`config.mk`:
```
export PLATFORM = sky130hd
export DESIGN_NAME = scfl_ctrl
export DESIGN_NICKNAME = d
export VERILOG_FILES = /design/src/rtl/scfl_pkg.sv /design/src/rtl/scfl_ctrl.sv
export SDC_FILE = /design/constraint.sdc
export NUM_CORES = 1
export LEC_CHECK = 0
export BUFFER_PORTS_ARGS = -buffer_cell sky130_fd_sc_hd__buf_2
export CAP_MARGIN = 0
export CORE_AREA = 2 2 39 41
export CTS_CLUSTER_SIZE = 12
export DETAILED_ROUTE_END_ITERATION = 8
export DIE_AREA = 0 0 41 43
export PLACE_DENSITY = 0.6
export SLEW_MARGIN = 10
export SYNTH_ARGS = -nofsm -noshare
export SYNTH_HDL_FRONTEND = slang
export SYNTH_SLANG_ARGS = --single-unit
```
`constraint.sdc`:
```
create_clock -name clock -period 1.92 [get_ports clock]
set_clock_uncertainty 0.05 [all_clocks]
set_input_delay 0.576 -clock clock [delete_from_list [all_inputs] [get_ports clock]]
set_output_delay 0.576 -clock clock [all_outputs]
set_load 0.03 [all_outputs]
```
`src/rtl/scfl_pkg.sv`:
```
// ----------------------------------------------------------------------------
// scfl_pkg: shared types and constants of the size-class free-list allocator
// Payload structs, status codes, controller states and the command/status
// bundles that run between the controller and the datapath.
// ----------------------------------------------------------------------------
package scfl_pkg;

   // sizing defaults
   localparam int unsigned DEF_REGION_PAGES = 64;
   localparam int unsigned DEF_CLASS_COUNT  = 9;
   localparam int unsigned GRANULE_BYTES    = 16;
   localparam int unsigned PAGE_BYTES       = 4096;
   localparam int unsigned PAGE_GRANULES    = 256;
   localparam logic [6:0]  LIMIT_RESET      = 7'd64;

   // request kinds
   localparam logic KIND_ALLOC = 1'b0;
   localparam logic KIND_FREE  = 1'b1;

   typedef struct packed {
      logic        kind;
      logic [23:0] request_size;
      logic [17:0] user_address;
   } req_payload_type;

   typedef struct packed {
      logic [2:0]  status;
      logic [17:0] granted_address;
      logic [3:0]  size_class;
      logic [12:0] large_pages;
   } rsp_payload_type;

   typedef enum logic [2:0] {
      STATUS_ALLOCATED    = 3'd0,
      STATUS_FREED        = 3'd1,
      STATUS_ZERO_SIZE    = 3'd2,
      STATUS_OUT_OF_PAGES = 3'd3,
      STATUS_LARGE        = 3'd4,
      STATUS_BAD_POINTER  = 3'd5
   } status_type;

   typedef enum logic [2:0] {
      S_IDLE,
      S_DECODE,
      S_REFILL,
      S_REFILL_END,
      S_POP_READ,
      S_POP,
      S_FREE_CHECK,
      S_DELIVER
   } state_type;

   // controller -> datapath
   typedef struct packed {
      logic       capture;
      logic       refill_start;
      logic       refill_step;
      logic       refill_end;
      logic       pop_commit;
      logic       free_commit;
      logic       load_result;
      status_type result_status;
      logic       deliver;
   } dp_cmd_type;

   // datapath -> controller
   typedef struct packed {
      logic kind_free;
      logic zero_size;
      logic oversize;
      logic head_empty;
      logic no_page;
      logic addr_bad;
      logic tag_bad;
      logic refill_last;
   } dp_status_type;

endpackage

```
`src/rtl/scfl_ctrl.sv`:
```
// ----------------------------------------------------------------------------
// scfl_ctrl: allocator sequencer
// Walks one request through decode, page refill, pop or free, and hands
// the result beat to the output register.
// ----------------------------------------------------------------------------
module scfl_ctrl (
   input  logic                   clock,
   input  logic                   reset,
   input  logic                   req_valid,
   output logic                   req_stall,
   output logic                   rsp_valid,
   input  logic                   rsp_stall,
   input  scfl_pkg::dp_status_type dp_status,
   output scfl_pkg::dp_cmd_type    dp_cmd
);
   import scfl_pkg::*;

   state_type state_ff, state_in;
   logic      rsp_valid_ff, rsp_valid_in;

   // state and output valid registers
   always_ff @(posedge clock) begin
      if (reset) begin
         state_ff     <= S_IDLE;
         rsp_valid_ff <= 1'b0;
      end else begin
         state_ff     <= state_in;
         rsp_valid_ff <= rsp_valid_in;
      end
   end

   // next state and commands
   always_comb begin
      state_in  = state_ff;
      dp_cmd    = '0;
      dp_cmd.result_status = STATUS_ALLOCATED;
      req_stall = 1'b1;
      unique case (state_ff)
         S_IDLE: begin
            req_stall = 1'b0;
            if (req_valid) begin
               dp_cmd.capture = 1'b1;
               state_in       = S_DECODE;
            end
         end
         S_DECODE: begin
            if (dp_status.kind_free) begin
               if (dp_status.addr_bad) begin
                  dp_cmd.load_result   = 1'b1;
                  dp_cmd.result_status = STATUS_BAD_POINTER;
                  state_in             = S_DELIVER;
               end else begin
                  state_in = S_FREE_CHECK;
               end
            end else begin
               priority if (dp_status.zero_size) begin
                  dp_cmd.load_result   = 1'b1;
                  dp_cmd.result_status = STATUS_ZERO_SIZE;
                  state_in             = S_DELIVER;
               end else if (dp_status.oversize) begin
                  dp_cmd.load_result   = 1'b1;
                  dp_cmd.result_status = STATUS_LARGE;
                  state_in             = S_DELIVER;
               end else if (dp_status.head_empty && dp_status.no_page) begin
                  dp_cmd.load_result   = 1'b1;
                  dp_cmd.result_status = STATUS_OUT_OF_PAGES;
                  state_in             = S_DELIVER;
               end else if (dp_status.head_empty) begin
                  dp_cmd.refill_start = 1'b1;
                  state_in            = S_REFILL;
               end else begin
                  state_in = S_POP;
               end
            end
         end
         S_REFILL: begin
            dp_cmd.refill_step = 1'b1;
            if (dp_status.refill_last) begin
               state_in = S_REFILL_END;
            end
         end
         S_REFILL_END: begin
            dp_cmd.refill_end = 1'b1;
            state_in          = S_POP_READ;
         end
         S_POP_READ: begin
            state_in = S_POP;
         end
         S_POP: begin
            dp_cmd.pop_commit    = 1'b1;
            dp_cmd.load_result   = 1'b1;
            dp_cmd.result_status = STATUS_ALLOCATED;
            state_in             = S_DELIVER;
         end
         S_FREE_CHECK: begin
            dp_cmd.load_result = 1'b1;
            if (dp_status.tag_bad) begin
               dp_cmd.result_status = STATUS_BAD_POINTER;
            end else begin
               dp_cmd.free_commit   = 1'b1;
               dp_cmd.result_status = STATUS_FREED;
            end
            state_in = S_DELIVER;
         end
         S_DELIVER: begin
            if (!rsp_valid_ff || !rsp_stall) begin
               dp_cmd.deliver = 1'b1;
               state_in       = S_IDLE;
            end
         end
         default: begin
            state_in = S_IDLE;
         end
      endcase
   end

   // output register holds the beat until taken
   assign rsp_valid_in = dp_cmd.deliver | (rsp_valid_ff & rsp_stall);
   assign rsp_valid    = rsp_valid_ff;

`ifndef SYNTHESIS
   a_accept_to_decode: assert property (@(posedge clock) disable iff (reset)
      req_valid && !req_stall |=> state_ff == S_DECODE)
      else $error("accepted request did not enter decode");

   a_rsp_from_deliver: assert property (@(posedge clock) disable iff (reset)
      $rose(rsp_valid_ff) |-> $past(state_ff == S_DELIVER))
      else $error("result beat raised outside deliver");

   a_refill_end: assert property (@(posedge clock) disable iff (reset)
      state_ff == S_REFILL && dp_status.refill_last |=> state_ff == S_REFILL_END)
      else $error("refill walk did not close");
`endif

endmodule

```
; Word-level counts from Yosys, hierarchy flattened
; Index checks and enable logic that the tools add are counted.
[totals]
reg_bits = 4
latch_bits = 0
ram_bits = 0
rom_bits = 0
input_bits = 12
output_inout_bits = 13
word_cells = 54
mem_count = 0
[classes]
add_sub_neg = 0
n_mul = 0
div_mod_pow = 0
n_lt_le_gt_ge = 0
n_eq_ne = 10
n_shift = 0
muxes = 33
n_bitwise = 2
reduce_logical = 7
[ops]
columns = op, count
row1 = 3-bit two-way mux, 9
row2 = 3-bit one-hot mux with 7 select lines, 1
row3 = 4-bit two-way mux, 5
row4 = 1-bit two-way mux, 17
row5 = "3-bit == test, second input constant", 4
row6 = 4-bit one-hot mux with 3 select lines, 1
row7 = "3-bit by 2-bit == test with 1-bit output, second input constant", 2
row8 = "2-bit inequality test, second input constant", 3
row9 = "3-bit by 1-bit == test with 1-bit output, second input constant", 1
row10 = 3-bit zero test, 1
row11 = 3-bit AND reduction, 1
row12 = 1-bit zero test, 2
row13 = 2-bit OR reduction, 1
row14 = 1-bit AND, 1
row15 = 1-bit logical AND, 1
row16 = 1-bit logical OR, 1
row17 = 1-bit bitwise OR, 1

; Depth between registers and ports, before layout
[depth]
word_depth = 6
mapped_depth = 5
depth_no_buf = 4

; Worst setup path after synthesis
; No wires, ideal clock.
[synth_path]
path_type = flip-flop to output port
start = register state_ff[2]
end = output dp_cmd[1] (netlist name)
t_arrival_ps = 1670
t_required_ps = 1294
slack_ps = -376
stages_incl_launch_ff = 5
path_cell_list = dfxtp_1 buf_6 or3b_4 a21o_1 o21ai_0
[synth_rtl]
columns = item, line
row1 = "start, declared", scfl_ctrl.sv:18  ; state_type state_ff, state_in;
row2 = "start signal, assigned", scfl_ctrl.sv:27  ; state_ff <= state_in;
row3 = "end, declared", scfl_ctrl.sv:14  ; output scfl_pkg::dp_cmd_type dp_cmd

==> flow_metrics.py <==
metrics = {
    "status": {
        "status": "finished, violations left",
        "violations": "setup timing",
    },
    "layout": {
        "layout-drive-gt1-share_pct": 66.0,
        "layout-area-overhead-vs-synth_pct": 113,
        "stdcell_area_um2": 777,
        "finalCoreUtilization_pct": 56.1,
        "fin_nets": 111,
        "diodes": 0,
    },
    "route": {
        "wirelength_um": 1360,
        "drtAntennaViolNets": 0,
        "dr_total_vias": 543,
        "drc_errors": 0,
        "post_drt_wl_per_cell_um": 12.1,
        "firstDrtPassIters": 4,
        "vias_per_cell": 4.81,
        "first_iter_violations": 7,
    },
    "timing": {
        "setup_viol": 6,
        "slew_headroom_pct": 74.8,
        "hold_viol": 0,
        "worst_pin_slew_ns": 0.377,
        "clock.fmax_ghz": 0.469,
        "rsz0062_at_grt": "yes",
        "report.final.slew_viol_count": 0,
        "min_period_ns": 2.13,
        "fin_crit_sh_pct": 111,
        "layout_setup_ws_ns": -0.214,
    },
    "logic_synthesis": {
        "syn_area_um2": 364,
        "synth_top_cell_by_area": "dfxtp_1",
        "ys_types": 24,
        "synthesis.nets": 64,
        "synth_seq_cells": 4,
        "synth_area_leaders": "dfxtp_1, inv_1, a21oi_1",
        "ys_warn_count": 0,
        "yosysSeqAreaShare_pct": 22.0,
        "syn_inst": 52,
        "synth_top_area_share_pct": 22.0,
        "syn_area_per_cell_um2": 7.00,
    },
    "cts": {
        "clkLatencyLatePin_ns": 0.23,
        "clockBufferDepth": 2,
        "tritoncts": "built",
        "cts.htree.levels": 1,
        "cts.clk_slew.worst_paths_ns": 0.04,
        "cts-root-buf": "clkbuf_4",
        "clkSinkCount": 4,
        "hold_buffers": 0,
        "cts_made_buffers": 3,
    },
    "global_route": {
        "grt-ovfl-total": 0,
        "grt_max_degree": 7,
        "antenna_found_initial": 0,
        "grt_util_met3_pct": 1.57,
        "grt_pass1_vias": 527,
        "grt-busiest-layer": "met2",
        "grtUsageMet1_pct": 20.8,
        "met2_usage_pct": 29.1,
        "grt_pass1_wl_um": 2100,
        "grt_usage_pct": 16.8,
    },
    "worst_hold_path": {
        "hold_path.class": "flop to flop",
        "min-delay-start": "rsp_valid$_SDFF_PP0_",
        "hold_path_depth": 2,
        "worstHoldEndpoint": "rsp_valid$_SDFF_PP0_",
    },
    "power": {
        "power.total_mw": 0.512,
        "p_sw_share_pct": 40.5,
        "pwr-share-clk_pct": 20.0,
        "netSwitchingPower_mw": 0.208,
        "power_frac_comb_pct": 59.6,
        "p_int_mw": 0.304,
        "ir_worst_vdd_uv": 439,
        "power_frac_seq_pct": 20.4,
        "power_leakage_nw": 0.386,
        "powerDensity_nw_per_um2": 659,
    },
    "floorplan": {
        "rows": 14,
        "start_util_pct": 26.3,
        "core_um2": 1380,
        "die_h_um": 43,
        "fp.dieArea_um2": 1760,
        "die_w_um": 41,
        "io_pins": 25,
    },
    "setup_path": {
        "critical_path.max_fanout": 4,
        "r2r_slack_ns": 0.26,
        "critPathArrivalTime_ns": 1.51,
        "r2r_end": "state_ff[0]$_SDFFE_PP0P_",
        "r2r-start": "state_ff[0]$_SDFFE_PP0P_",
        "r2r_cells": 6,
        "crit_type": "flop to primary output",
        "cp-end-kind": "primary output",
        "required_ns": 1.29,
        "startpoint_type": "flop",
    },
    "job": {
        "drv_cap": 0,
    },
    "placed_design": {
        "port_buffers": 24,
        "place_area_um2": 604,
        "dp_hpwl_um": 946,
        "gp_congestion": 0.834,
    },
}
-- worst max path at each step --
| stage | startpoint | to | slack, ns | cells past startpoint |
|---|---|---|---|---|
| floorplan | state_ff[2]$_SDFFE_PP0P_ | dp_cmd[4] | -0.20 | 4 |
| global placement | dp_status[3] | dp_cmd[4] | -0.13 | 4 |
| detailed placement | dp_status[3] | dp_cmd[4] | -0.19 | 4 |
| CTS | state_ff[0]$_SDFFE_PP0P_ | dp_cmd[4] | -0.23 | 4 |
| global route | state_ff[0]$_SDFFE_PP0P_ | dp_cmd[4] | -0.27 | 4 |
| finish | state_ff[0]$_SDFFE_PP0P_ | dp_cmd[4] | -0.21 | 4 |
-- what timing repair did --
action | 4_1_cts | 5_1_grt
endpoints found under the setup margin | 6 | 9
pin swaps | 5 | 4
buffers inserted | 3 | 2
gates resized for setup | 22 | 11
-- layout make-up --
class	count	area (um2)
repair buffers	44	312
well taps	16	20.0
inverters	7	26.3
fillers	128	607
multi-input cells	39	313
clock buffers	3	22.5
flip-flops and latches	4	83.8
-- layer usage --
layer / up-vias / share of wire, %
met4: 0 / 0
met5: - / 0
met3: 0 / 4.1
met2: 12 / 55
met1: 251 / 41
li1: 280 / -
-- worst max-delay path, stage by stage, from the launching register on --
cell	delay [ns]
dfxtp_2	0.33
or3b_4	0.39
a21o_1	0.21
o211ai_1	0.17
buf_4	0.18
-- through the flow --
stage | std cells | setup slack, ns | hold slack (ns) | TNS (ns)
CTS | 111 | -0.227 | 0.457 | -0.688
finish | 113 | -0.214 | 0.477 | -0.699
global route | 113 | -0.274 | 0.514 | -1.02
detailed placement | 105 | -0.189 | 0.450 | -0.326
global placement | 105 | -0.128 | 0.455 | -0.271
floorplan | 52 | -0.196 | 0.499 | -0.756
-- placed cells by master, fill, tap and decap left out, types with 2 or more instances in the layout --
master	count
nor2_4	3
buf_2	15
a31oi_1	3
nand2_1	3
inv_1	6
a21oi_1	3
buf_4	24
dfxtp_2	3
clkbuf_4	3
buf_6	5
nor3_4	2
nand3_1	2
nor2_1	2
nand3_2	2
and3_1	2
-- registers in the layout, summed over array words and instances (netlist names) --
signal and cells:
state_ff 3, rsp_valid 1
-- synthesized netlist by cell type --
library cell  instances
buf_6                 1
nand3_1               4
and3_1                2
or3_1                 1
or3b_4                1
dfxtp_1               4
nor2_1                5
clkbuf_1              1
a2111oi_0             1
a31oi_1               3
inv_1                 7
a211oi_1              1
nand2_1               3
or4b_1                1
a21boi_0              1
o22ai_1               1
nor3_1                4
a221oi_2              1
o21ai_0               2
mux2i_1               1
nand2b_4              1
o211ai_1              1
a21oi_1               4
a21o_1                1
-- power groups by stage --
stage,combinational (mW),sequential (mW),clock [mW]
floorplan,0.146,0.102,0
global placement,0.241,0.103,0
detailed placement,0.245,0.104,0
CTS,0.281,0.103,0.104
global route,0.324,0.106,0.112
finish,0.305,0.105,0.102
-- cells by family (layout without fill, tap and decap cells) --
family | count (synthesis) | count (layout) | synth area share, %
flops | 4 | 4 | 22.0
simple gates | 22 | 22 | 34.0
mux | 1 | 1 | 2.75
buf+inv | 9 | 54 | 11.3
compound gates | 16 | 16 | 29.9
Note: power is estimated with default switching activity, not from simulation.
